--- config.mk ---
export PLATFORM = sky130hd
export DESIGN_NAME = rtks_ctrl
export DESIGN_NICKNAME = d
export VERILOG_FILES = /design/src/hdl/rtks_pkg.sv /design/src/hdl/rtks_ctrl.sv
export SDC_FILE = /design/constraint.sdc
export NUM_CORES = 1
export LEC_CHECK = 0
export BUFFER_PORTS_ARGS = -buffer_cell sky130_fd_sc_hd__buf_4
export CELL_PAD_IN_SITES_DETAIL_PLACEMENT = 1
export CELL_PAD_IN_SITES_GLOBAL_PLACEMENT = 1
export CORE_AREA = 2 2 39 41
export DETAILED_ROUTE_END_ITERATION = 8
export DIE_AREA = 0 0 41 43
export MAX_ROUTING_LAYER = met4
export PLACE_DENSITY = 0.76
export SLEW_MARGIN = 5
export SYNTH_ARGS = -nofsm -noshare
export SYNTH_HDL_FRONTEND = slang
export SYNTH_SLANG_ARGS = --single-unit
--- constraint.sdc ---
create_clock -name i_clk -period 2.5 [get_ports i_clk]
set_input_delay 0.25 -clock i_clk [delete_from_list [all_inputs] [get_ports i_clk]]
set_output_delay 0.25 -clock i_clk [all_outputs]
set_load 0.005 [all_outputs]
--- src/hdl/rtks_pkg.sv ---
// ----------------------------------------------------------------------------
// rtks_pkg
// Shared widths, request codes and controller/datapath signal groups for the
// record table key search block.
// ----------------------------------------------------------------------------
package rtks_pkg;

    localparam int DEFAULT_TABLE_DEPTH = 256;

    // fixed field widths
    localparam int REQ_W = 2;
    localparam int IDX_W = 8;
    localparam int KEY_W = 32;
    localparam int CNT_W = 9;

    // request codes
    typedef enum logic [REQ_W-1:0] {
        REQ_WRITE  = 2'd0,
        REQ_LINEAR = 2'd1,
        REQ_BINARY = 2'd2
    } t_req_type;

    // controller to datapath commands
    typedef struct packed {
        logic load_item;
        logic wr_en;
        logic set_wr_res;
        logic start_lin;
        logic lin_step;
        logic start_bin;
        logic bin_issue;
        logic bin_update;
        logic set_hit;
        logic set_miss;
        logic push_out;
    } t_cmd;

    // datapath to controller status
    typedef struct packed {
        logic lin_hit;
        logic lin_miss;
        logic bin_live;
        logic bin_hit;
        logic out_free;
    } t_status;

endpackage

--- src/hdl/rtks_ctrl.sv ---
// ----------------------------------------------------------------------------
// rtks_ctrl
// Controller: takes one request item at a time and sequences the write,
// the linear scan or the midpoint halving over the datapath; an unknown request gets a miss.
// ----------------------------------------------------------------------------
module rtks_ctrl import rtks_pkg::*; (
    input  logic             i_clk,
    input  logic             i_rst_n,
    input  logic             i_req_valid,
    input  logic [REQ_W-1:0] i_req_type,
    output logic             o_req_ready,
    input  t_status          i_status,
    output t_cmd             o_cmd
);

    typedef enum logic [2:0] {
        S_IDLE,
        S_LIN,
        S_BIN_RD,
        S_BIN_CMP,
        S_FINISH
    } t_state;

    t_state r_state;
    t_state n_state;
    logic   accept;

    assign o_req_ready = r_state == S_IDLE;
    assign accept      = i_req_valid && o_req_ready;

    // next state and commands
    always_comb begin
        n_state = r_state;
        o_cmd   = '0;
        case (r_state)
            S_IDLE: begin
                if (accept) begin
                    o_cmd.load_item = 1'b1;
                    case (i_req_type)
                        REQ_WRITE: begin
                            o_cmd.wr_en      = 1'b1;
                            o_cmd.set_wr_res = 1'b1;
                            n_state          = S_FINISH;
                        end
                        REQ_LINEAR: begin
                            o_cmd.start_lin = 1'b1;
                            n_state         = S_LIN;
                        end
                        REQ_BINARY: begin
                            o_cmd.start_bin = 1'b1;
                            n_state         = S_BIN_RD;
                        end
                        default: begin
                            o_cmd.set_miss = 1'b1;
                            n_state        = S_FINISH;
                        end
                    endcase
                end
            end
            S_LIN: begin
                if (i_status.lin_hit) begin
                    o_cmd.set_hit = 1'b1;
                    n_state       = S_FINISH;
                end else if (i_status.lin_miss) begin
                    o_cmd.set_miss = 1'b1;
                    n_state        = S_FINISH;
                end else begin
                    o_cmd.lin_step = 1'b1;
                end
            end
            S_BIN_RD: begin
                if (i_status.bin_live) begin
                    o_cmd.bin_issue = 1'b1;
                    n_state         = S_BIN_CMP;
                end else begin
                    o_cmd.set_miss = 1'b1;
                    n_state        = S_FINISH;
                end
            end
            S_BIN_CMP: begin
                if (i_status.bin_hit) begin
                    o_cmd.set_hit = 1'b1;
                    n_state       = S_FINISH;
                end else begin
                    o_cmd.bin_update = 1'b1;
                    n_state          = S_BIN_RD;
                end
            end
            S_FINISH: begin
                if (i_status.out_free) begin
                    o_cmd.push_out = 1'b1;
                    n_state        = S_IDLE;
                end
            end
            default: begin
                n_state = S_IDLE;
            end
        endcase
    end

    // state register
    always_ff @(posedge i_clk) begin
        if (!i_rst_n) begin
            r_state <= S_IDLE;
        end else begin
            r_state <= n_state;
        end
    end

endmodule

==> run metrics, run 1 <==
status finished clean; HP Class primary input to flop; setup_tns 0 ns; number of buffers created by CTS 3; share of layout cells above drive strength 1 0.460; Via density a little under 5; VDD IR max around 0.13 mV; Final period util 0.702; Setup Skew 0.00131 ns; crit path time final 1.75 ns; GRT Overall Usage 0.128; GR Overflow Total 0; CP top delay family flip-flops; # Max-Cap Violations 0; Top Registers r_state x3; vias in the first global route 397; Layout area overhead 46.1%; DRC errors left 0; crit-path max FO 12; CP max stage cell dfxtp_1; initial cell density of the core 0.278; Hold Buf Count CTS 0; # fillers between 150 and 200; CTS clk-pin slew, worst paths 0.04 ns; Layout Cells excl Fill between 70 and 80; area of the multi-input gates 288 µm²; Setup crit end kind primary output; post_cts resized 0; Top reg by flops r_state; Yosys reg bits 3; TritonCTS clock tree yes; ANT cells 0; Buf/Inv on CP 1; # placed instances 75; clk_lat worst skew about 0.23 ns; Cells after Synth 41; R2R setup slack 1.20 ns; max_slew headroom 0.639; pre-CTS setup slack 0.978 ns; Register Area roughly 60 µm²; H-tree depth 1; Cell Rows 14; sequential area share after synthesis 0.156; GP Congestion 0.679; final instance area 563 µm²; PortBufs 21; clk root buf clkbuf_4; CP cell instances nor3b_1 -> a31oi_1 -> o2bb2ai_1 -> buf_4; initial antenna violation count 0; largest net degree at the start of global routing 13; Final Hold Viols 0; Nets between 70 and 80; number of flip-flops in the largest register 3; max-slew violations 0; static leakage 0.000259 µW; core footprint 1380 µm²; post-layout worst setup margin around 0.75 ns; wire length of the first global-routing pass around 1.5 mm; CTS max path bufs 2; final WL 1.01 mm; die height approximately 43 µm; Sink Count 3; Max Freq 570 MHz; syn nets 55; Setup Viol. Count Final 0; final HPWL from detailed placement 783 µm; Synth Cell Area between 300 and 400 µm²; CP startpoint kind flop; dpl cell area 537 µm²; Largest stage delay, worst path 0.65 ns; postcts setup bufs 0; Synth Warn # 0; Detail Route Antenna Nets 0; PwrDens 388 nW/µm²; width of the die 41 µm; post-synthesis cell type count 24; post-synth top area cell dfxtp_1; via count 388; Wirelength per Cell about 13 µm; DRT Pass-1 Iters 3; area share of the largest cell type after synthesis 0.156; worst setup path category flop to primary output; Synth area leaders dfxtp_1, ha_1, mux2i_1; Avg Cell Area, Syn 9.40 µm²; # IOs 22; 1st-iter DRT viols 1; WP data required 2.25 ns; RSZ-0062 raised after global routing false; Worst-Margin Slew between 0.5 and 0.6 ns; overall power 219 µW; Critical Path AT 1.50 ns; die area 1760 µm²
## final cells by class
class	count	area share
inverters	3	0.0200
multi-input cells	32	0.511
repair buffers	21	0.280
flip-flops and latches	3	0.107
well taps	16	0.0356
clock buffers	4	0.0467
## placed cells by master, fill, tap and decap left out, drive strengths merged
cell     count
and4bb       1
clkbuf       4
o21ai        1
o2bb2ai      2
nor3         2
nor4         1
nand2b       1
and3         4
o21a         1
dfxtp        3
nand4b       1
inv          3
o31ai        1
nand3b       1
o311ai       1
a21oi        1
ha           4
and2         1
a31oi        1
mux2i        3
nor2         3
nor3b        2
buf         21
## logic make-up after synthesis
| family | count (synthesis) | share of synthesized area |
|---|---|---|
| AO/OA/AOI/OAI | 8 | 0.169 |
| adder cells (fa/ha/maj) | 4 | 0.130 |
| buffers and inverters | 6 | 0.0974 |
| flip-flops | 3 | 0.156 |
| multiplexers | 3 | 0.0779 |
| AND/OR/NAND/NOR | 17 | 0.370 |
## stage by stage
stage,hold slack [ns],utilization
after floorplan,0.367,-
after global placement,0.488,0.388
after detailed placement,0.499,0.388
after CTS,0.255,0.407
after global routing,0.269,0.407
final,0.261,0.407
## cell usage after synthesis
| cell type | number |
|---|---|
| and3_1 | 4 |
| ha_1 | 4 |
| dfxtp_1 | 3 |
| inv_1 | 3 |
| mux2i_1 | 3 |
| nor2_1 | 3 |
| buf_4 | 2 |
| nor3b_1 | 2 |
| o2bb2ai_1 | 2 |
| a21oi_1 | 1 |
| a31oi_1 | 1 |
| and2_1 | 1 |
| and4bb_1 | 1 |
| buf_6 | 1 |
| nand2b_2 | 1 |
| nand3b_1 | 1 |
| nand4b_1 | 1 |
| nor3_2 | 1 |
| nor3_4 | 1 |
| nor4_4 | 1 |
| o21a_1 | 1 |
| o21ai_0 | 1 |
| o311ai_2 | 1 |
| o31ai_1 | 1 |
## per-layer routing
metal	up-vias	GRT usage	wire length (µm)
li1	196	-	-
met1	183	0.156	408
met2	9	0.200	557
met3	0	0.0157	48
met4	0	0.0600	0
met5	-	-	0
## final timing paths
check                          start                 endpoint  depth (start not counted)
max          r_state[1]$_SDFFE_PN0P_                 o_cmd[1]                          4
min                          i_rst_n  r_state[0]$_SDFFE_PN0P_                          2
max reg2reg  r_state[1]$_SDFFE_PN0P_  r_state[2]$_SDFFE_PN0P_                          3
min reg2reg  r_state[2]$_SDFFE_PN0P_  r_state[2]$_SDFFE_PN0P_                          2
## where the power goes
part           internal [µW]  leakage [µW]  switching [µW]
Clock                   59.9     0.0000150            25.8
Sequential              51.5     0.0000245            10.0
Combinational           41.8      0.000219            29.7
(Power assumes the default switching activity.)
==> run 2: changes to the inputs <==
--- a/config.mk
+++ b/config.mk
@@ -8,11 +8,11 @@
 export BUFFER_PORTS_ARGS = -buffer_cell sky130_fd_sc_hd__buf_4
 export CELL_PAD_IN_SITES_DETAIL_PLACEMENT = 1
 export CELL_PAD_IN_SITES_GLOBAL_PLACEMENT = 1
-export CORE_AREA = 2 2 39 41
+export CORE_AREA = 2 2 41 43
 export DETAILED_ROUTE_END_ITERATION = 8
-export DIE_AREA = 0 0 41 43
+export DIE_AREA = 0 0 43 45
 export MAX_ROUTING_LAYER = met4
-export PLACE_DENSITY = 0.76
+export PLACE_DENSITY = 0.7
 export SLEW_MARGIN = 5
 export SYNTH_ARGS = -nofsm -noshare
 export SYNTH_HDL_FRONTEND = slang
==> constraint.sdc (replaced) <==
create_clock -name i_clk -period 1.66 [get_ports i_clk]
set_input_delay 0.166 -clock i_clk [delete_from_list [all_inputs] [get_ports i_clk]]
set_output_delay 0.166 -clock i_clk [all_outputs]
set_load 0.005 [all_outputs]
==> run 2 against run 1 <==
Net effect:
- count of clock-buffer cells in the layout unchanged
- critical path depth fell by 1
- setup slack got worse by 0.64 ns
- cell count did not move
- first-iteration DRC count is 100% higher
- global-route usage shrank 2.3 points
- clock skew increased by 0.0038 ns
- via count decreased by 0.77%
- register-to-register slack worse by 0.77 ns
- non-clock buffer count stayed put
- die area rose by 9.8%
- clock power rose by 52%
==> run metrics, run 2 (synthesis gave the netlist of run 1 again) <==
RSZ-0062 raised after global routing false (unchanged); Top reg by flops r_state (unchanged); Final Hold Viols 0 (unchanged); CTS max path bufs 2 (unchanged); # IOs 22 (unchanged); clk root buf clkbuf_4 (unchanged); final WL 927 µm (was 1.01 mm); largest net degree at the start of global routing 13 (unchanged); Cell Rows 14 (unchanged); via count 385 (was 388); Critical Path AT 1.38 ns (was 1.50 ns); CP cell instances nand2b_2 -> nor4_4 -> buf_4 (was nor3b_1 -> a31oi_1 -> o2bb2ai_1 -> buf_4); PwrDens 584 nW/µm² (was 388 nW/µm²); met1 usage 0.139 (was 0.156); postcts setup bufs 0 (unchanged); Layout area overhead 46.4% (was 46.1%); H-tree depth 1 (unchanged); pre-CTS setup slack 0.248 ns (was 0.978 ns); post-layout worst setup margin 0.109 ns (was 0.746 ns); met3 Use GR 0.0600 (was 0.0157); worst setup path category flop to primary output (unchanged); Sink Count 3 (unchanged); wire length of the first global-routing pass 1.49 mm (was 1.52 mm); met2 global-route usage 0.152 (was 0.200); commonest non-fill, non-tap cells in the layout buf_4, and3_1, ha_1 (unchanged); max_slew headroom 0.724 (was 0.639); GRT busiest layer met2 (unchanged); die area 1940 µm² (was 1760 µm²); share of layout cells above drive strength 1 0.476 (was 0.460); # fillers 193 (was 179); Final period util 0.934; TritonCTS clock tree yes (unchanged); number of flip-flops in the largest register 3 (unchanged); fin util 0.384 (was 0.407); CP max stage cell dfxtp_1 (unchanged); 1st-iter DRT viols 2 (was 1); Setup Viol. Count Final 0 (unchanged); WP data required 1.49 ns (was 2.25 ns); core footprint 1470 µm² (was 1380 µm²); Via density 4.87 (was 4.91); die height 45 µm (was 43 µm); static leakage 0.000259 µW (about the same); vias in the first global route 338 (was 397); Setup Skew 0.00507 ns (was 0.00131 ns); CP startpoint kind flop (unchanged); Detail Route Antenna Nets 0 (unchanged); Wirelength per Cell 11.7 µm (was 12.8 µm); status finished clean (unchanged); max-slew violations 0 (unchanged); Top Registers r_state x3 (unchanged); CP top delay family flip-flops (unchanged); area of the multi-input gates 288 µm² (unchanged); GP Congestion 0.750 (was 0.679); HP Class primary input to flop (unchanged); Largest stage delay, worst path 0.56 ns (was 0.65 ns); Setup crit end kind primary output (unchanged); crit path time final about 1.6 ns; Buf/Inv on CP 1 (unchanged); Worst-Margin Slew 0.414 ns (was 0.541 ns); final HPWL from detailed placement 754 µm (was 783 µm); CTS clk-pin slew, worst paths 0.04 ns (about the same); GR Overflow Total 0 (unchanged); initial antenna violation count 0 (unchanged); DRC errors left 0 (unchanged); VDD IR max 0.406 mV (was 0.134 mV); ANT cells 0 (unchanged); DRT Pass-1 Iters 2 (was 3); most common cell after layout, fill and taps aside buf_4 (unchanged); # Max-Cap Violations 0 (unchanged); Register Area 61.3 µm² (was 60.1 µm²); number of buffers created by CTS 3 (unchanged); initial cell density of the core 0.262 (was 0.278); clk_lat worst skew 0.23 ns (about the same); setup_tns 0 ns (unchanged); width of the die 43 µm (was 41 µm); GRT Overall Usage 0.106 (was 0.128); Max Freq 645 MHz; PortBufs 21 (unchanged); crit-path max FO 10 (was 12); Nets 78 (unchanged)
==> run 2: timing repair <==
action | 4_1_cts | 5_1_grt
resized for setup | 1 | 0
pin swaps | 0 | 1
hold buffers | 0 | 0
endpoints found under the setup margin | 1 | 2
==> run 2: power by group <==
part	leakage (µW)	internal, µW	switching, µW
clock network	0.0000150	90.2	39.3
logic	0.000219	62.7	44.4
registers	0.0000250	77.8	15.1
total	0.000259	231	98.9
==> run 2: cell type report <==
class | count | share of cell area
clock buffer | 4 | 0.0466
inverter | 3 | 0.0200
multi-input combinational | 32 | 0.510
sequential | 3 | 0.109
tap | 16 | 0.0355
timing repair buffer | 21 | 0.279
==> run 2: layer usage <==
layer,up-vias,share of wire
li1,196,-
met1,178,0.48
met4,0,0
met5,-,0
met3,0,0.060
met2,11,0.46
==> run 2: worst paths after layout <==
path | start | end | cells after the start | slack [ns]
setup reg to reg | r_state[0]$_SDFFE_PN0P_ | r_state[2]$_SDFFE_PN0P_ | 3 | 0.43
hold / removal | i_rst_n | r_state[0]$_SDFFE_PN0P_ | 2 | 0.16
setup / recovery | r_state[0]$_SDFFE_PN0P_ | o_cmd[6] | 3 | 0.11
hold reg to reg | r_state[2]$_SDFFE_PN0P_ | r_state[2]$_SDFFE_PN0P_ | 2 | 0.63
==> run 2: through the flow <==
step           hold WS (ns)  instances  power (µW)  instance area [µm²]
2_1_floorplan         0.283         41         147                  385
3_3_place_gp          0.399         75         202                  537
3_5_place_dp          0.405         75         202                  537
4_1_cts               0.162         79         337                  564
5_1_grt               0.157         79         362                  564
6_report              0.162         79         330                  564
==> run 3: changes to the inputs <==
--- a/config.mk
+++ b/config.mk
@@ -13,6 +13,7 @@
 export DIE_AREA = 0 0 43 45
 export MAX_ROUTING_LAYER = met4
 export PLACE_DENSITY = 0.7
+export SETUP_SLACK_MARGIN = 0.5
 export SLEW_MARGIN = 5
 export SYNTH_ARGS = -nofsm -noshare
 export SYNTH_HDL_FRONTEND = slang
==> run 3 against run 2 <==
Net effect:
- die area stayed put
- utilization is 15 points higher
- wire length is 62% higher
- critical endpoint is now o_cmd[7]
- design area is 40% higher
- global-route usage is 2.4 points higher
- flip-flop and latch count stayed put
- register-to-register slack worse by 0.08 ns
- critical path type unchanged
- critical path depth is 1 higher
- highest routed layer unchanged
==> run metrics, run 3 (synthesis gave the netlist of run 1 again) <==
GP Congestion 0.700 (was 0.750); status finished clean (unchanged); WHS 0.194 ns (was 0.162 ns); DRC errors left 0 (unchanged); max-slew violations 0 (unchanged); ANT cells 0 (unchanged); WP data required 1.49 ns (about the same); Layout area overhead 105% (was 46.4%); Critical Path AT 1.25 ns (was 1.38 ns); wire length of the first global-routing pass 1.86 mm (was 1.49 mm); Final period util 0.855 (was 0.934); core footprint 1470 µm² (unchanged); H-tree depth 1 (unchanged); VDD IR max 0.323 mV (was 0.406 mV); Detail Route Antenna Nets 0 (unchanged); CP startpoint kind flop (unchanged); crit path time final 1.42 ns (was 1.55 ns); Max Freq 704 MHz (was 645 MHz); DRT Pass-1 Iters 4 (was 2); Worst-Margin Slew 0.396 ns (was 0.414 ns); initial antenna violation count 0 (unchanged); CTS clk-pin slew, worst paths 0.03 ns (was 0.04 ns); GR Overflow Total 0 (unchanged); number of flip-flops in the largest register 3 (unchanged); PortBufs 21 (unchanged); crit-path max FO 5 (was 10); # IOs 22 (unchanged); clk_lat worst skew 0.23 ns (about the same); static leakage 0.000352 µW (was 0.000259 µW); Sink Count 3 (unchanged); Setup Skew 0.000669 ns (was 0.00507 ns); via count 452 (was 385); final HPWL from detailed placement 790 µm (was 754 µm); die height 45 µm (unchanged); # Max-Cap Violations 0 (unchanged); Top Registers r_state x3 (unchanged); final WL 1.50 mm (was 927 µm); worst setup path category flop to primary output (unchanged); max_slew headroom 0.735 (was 0.724); setup_tns 0 ns (unchanged); clk root buf clkbuf_4 (unchanged); RSZ-0062 raised after global routing true (was false); Top reg by flops r_state (unchanged); # fillers 173 (was 193); largest net degree at the start of global routing 13 (unchanged); Via density 4.91 (was 4.87); initial cell density of the core 0.262 (unchanged); Nets 91 (was 78); share of layout cells above drive strength 1 0.711 (was 0.476); commonest non-fill, non-tap cells in the layout buf_4, buf_6, ha_1 (was buf_4, and3_1, ha_1); most common cell after layout, fill and taps aside buf_4 (unchanged); GRT Overall Usage 0.130 (was 0.106); die area 1940 µm² (unchanged); Setup Viol. Count Final 0 (unchanged); 1st-iter DRT viols 2 (unchanged); PwrDens 516 nW/µm² (was 584 nW/µm²); CTS max path bufs 2 (unchanged); width of the die 43 µm (unchanged); vias in the first global route 424 (was 338); Setup crit end kind primary output (unchanged); Wirelength per Cell 16.3 µm (was 11.7 µm); TritonCTS clock tree yes (unchanged); Final Hold Viols 0 (unchanged); Cell Rows 14 (unchanged); HP Class primary input to flop (unchanged); Hold Buf Count CTS 0 (unchanged); number of buffers created by CTS 3 (unchanged)
-- run 3: cell types whose count changed in the layout (fill, tap and decap cells not counted), moves of 2 or more --
cell,before,now
and3_4,0,2
and3_1,4,2
o2bb2ai_2,0,2
o2bb2ai_1,2,0
buf_4,21,25
dfxtp_4,0,3
buf_6,0,7
dfxtp_1,2,0
-- run 3: worst max-delay path, cell delays in order, from the launching register on --
cell	delay [ns]
dfxtp_4	0.36
nor3_4	0.25
buf_4	0.17
and3_4	0.17
buf_6	0.08
-- run 3: stage by stage --
stage	power, µW	area, µm²	setup WS, ns	util	std cells
global route	440	788	0.177	0.536	92
finish	406	788	0.240	0.536	92
global placement	201	537	0.279	0.365	75
floorplan	147	385	0.548	-	41
CTS	360	646	0.246	0.439	85
detailed placement	204	537	0.226	0.365	75
-- run 3: routing by layer --
| layer | global-route usage | vias to the layer above | wire length (µm) |
|---|---|---|---|
| met3 | 0.0120 | 0 | 51 |
| li1 | - | 224 | - |
| met4 | 0.0545 | 0 | 0 |
| met5 | - | - | 0 |
| met2 | 0.221 | 10 | 901 |
| met1 | 0.158 | 218 | 549 |
-- run 3: final timing paths --
check / start / end / slack (ns) / cells past startpoint
hold / removal: i_rst_n / r_state[0]$_SDFFE_PN0P_ / 0.19 / 2
hold reg to reg: r_state[2]$_SDFFE_PN0P_ / r_state[2]$_SDFFE_PN0P_ / 0.62 / 2
setup / recovery: r_state[2]$_SDFFE_PN0P_ / o_cmd[7] / 0.24 / 4
setup reg to reg: r_state[0]$_SDFFE_PN0P_ / r_state[2]$_SDFFE_PN0P_ / 0.35 / 6
-- run 3: what timing repair did --
action | CTS | global route
endpoints found under the setup margin | 15 | 15
endpoints found under the hold margin | 0 | 0
buffers inserted | 6 | 7
pin swaps | 5 | 9
gates resized for setup | 12 | 16
-- run 3: where the power goes --
part	switching, µW	total, µW	leakage [µW]	internal [µW]
Sequential	12.3	89.2	0.0000267	76.8
Clock	32.3	122	0.0000150	89.7
Combinational	78.8	195	0.000311	116
Total	123	406	0.000352	283
-- run 3: cell type report --
| type | count | area [µm²] | share of cell area |
|---|---|---|---|
| Multi-Input combinational cell | 32 | 358 | 0.454 |
| Timing Repair Buffer | 34 | 302 | 0.383 |
| Sequential cell | 3 | 71.3 | 0.0905 |
| Clock buffer | 4 | 26.3 | 0.0333 |
| Tap cell | 16 | 20.0 | 0.0254 |
| Inverter | 3 | 11.3 | 0.0143 |
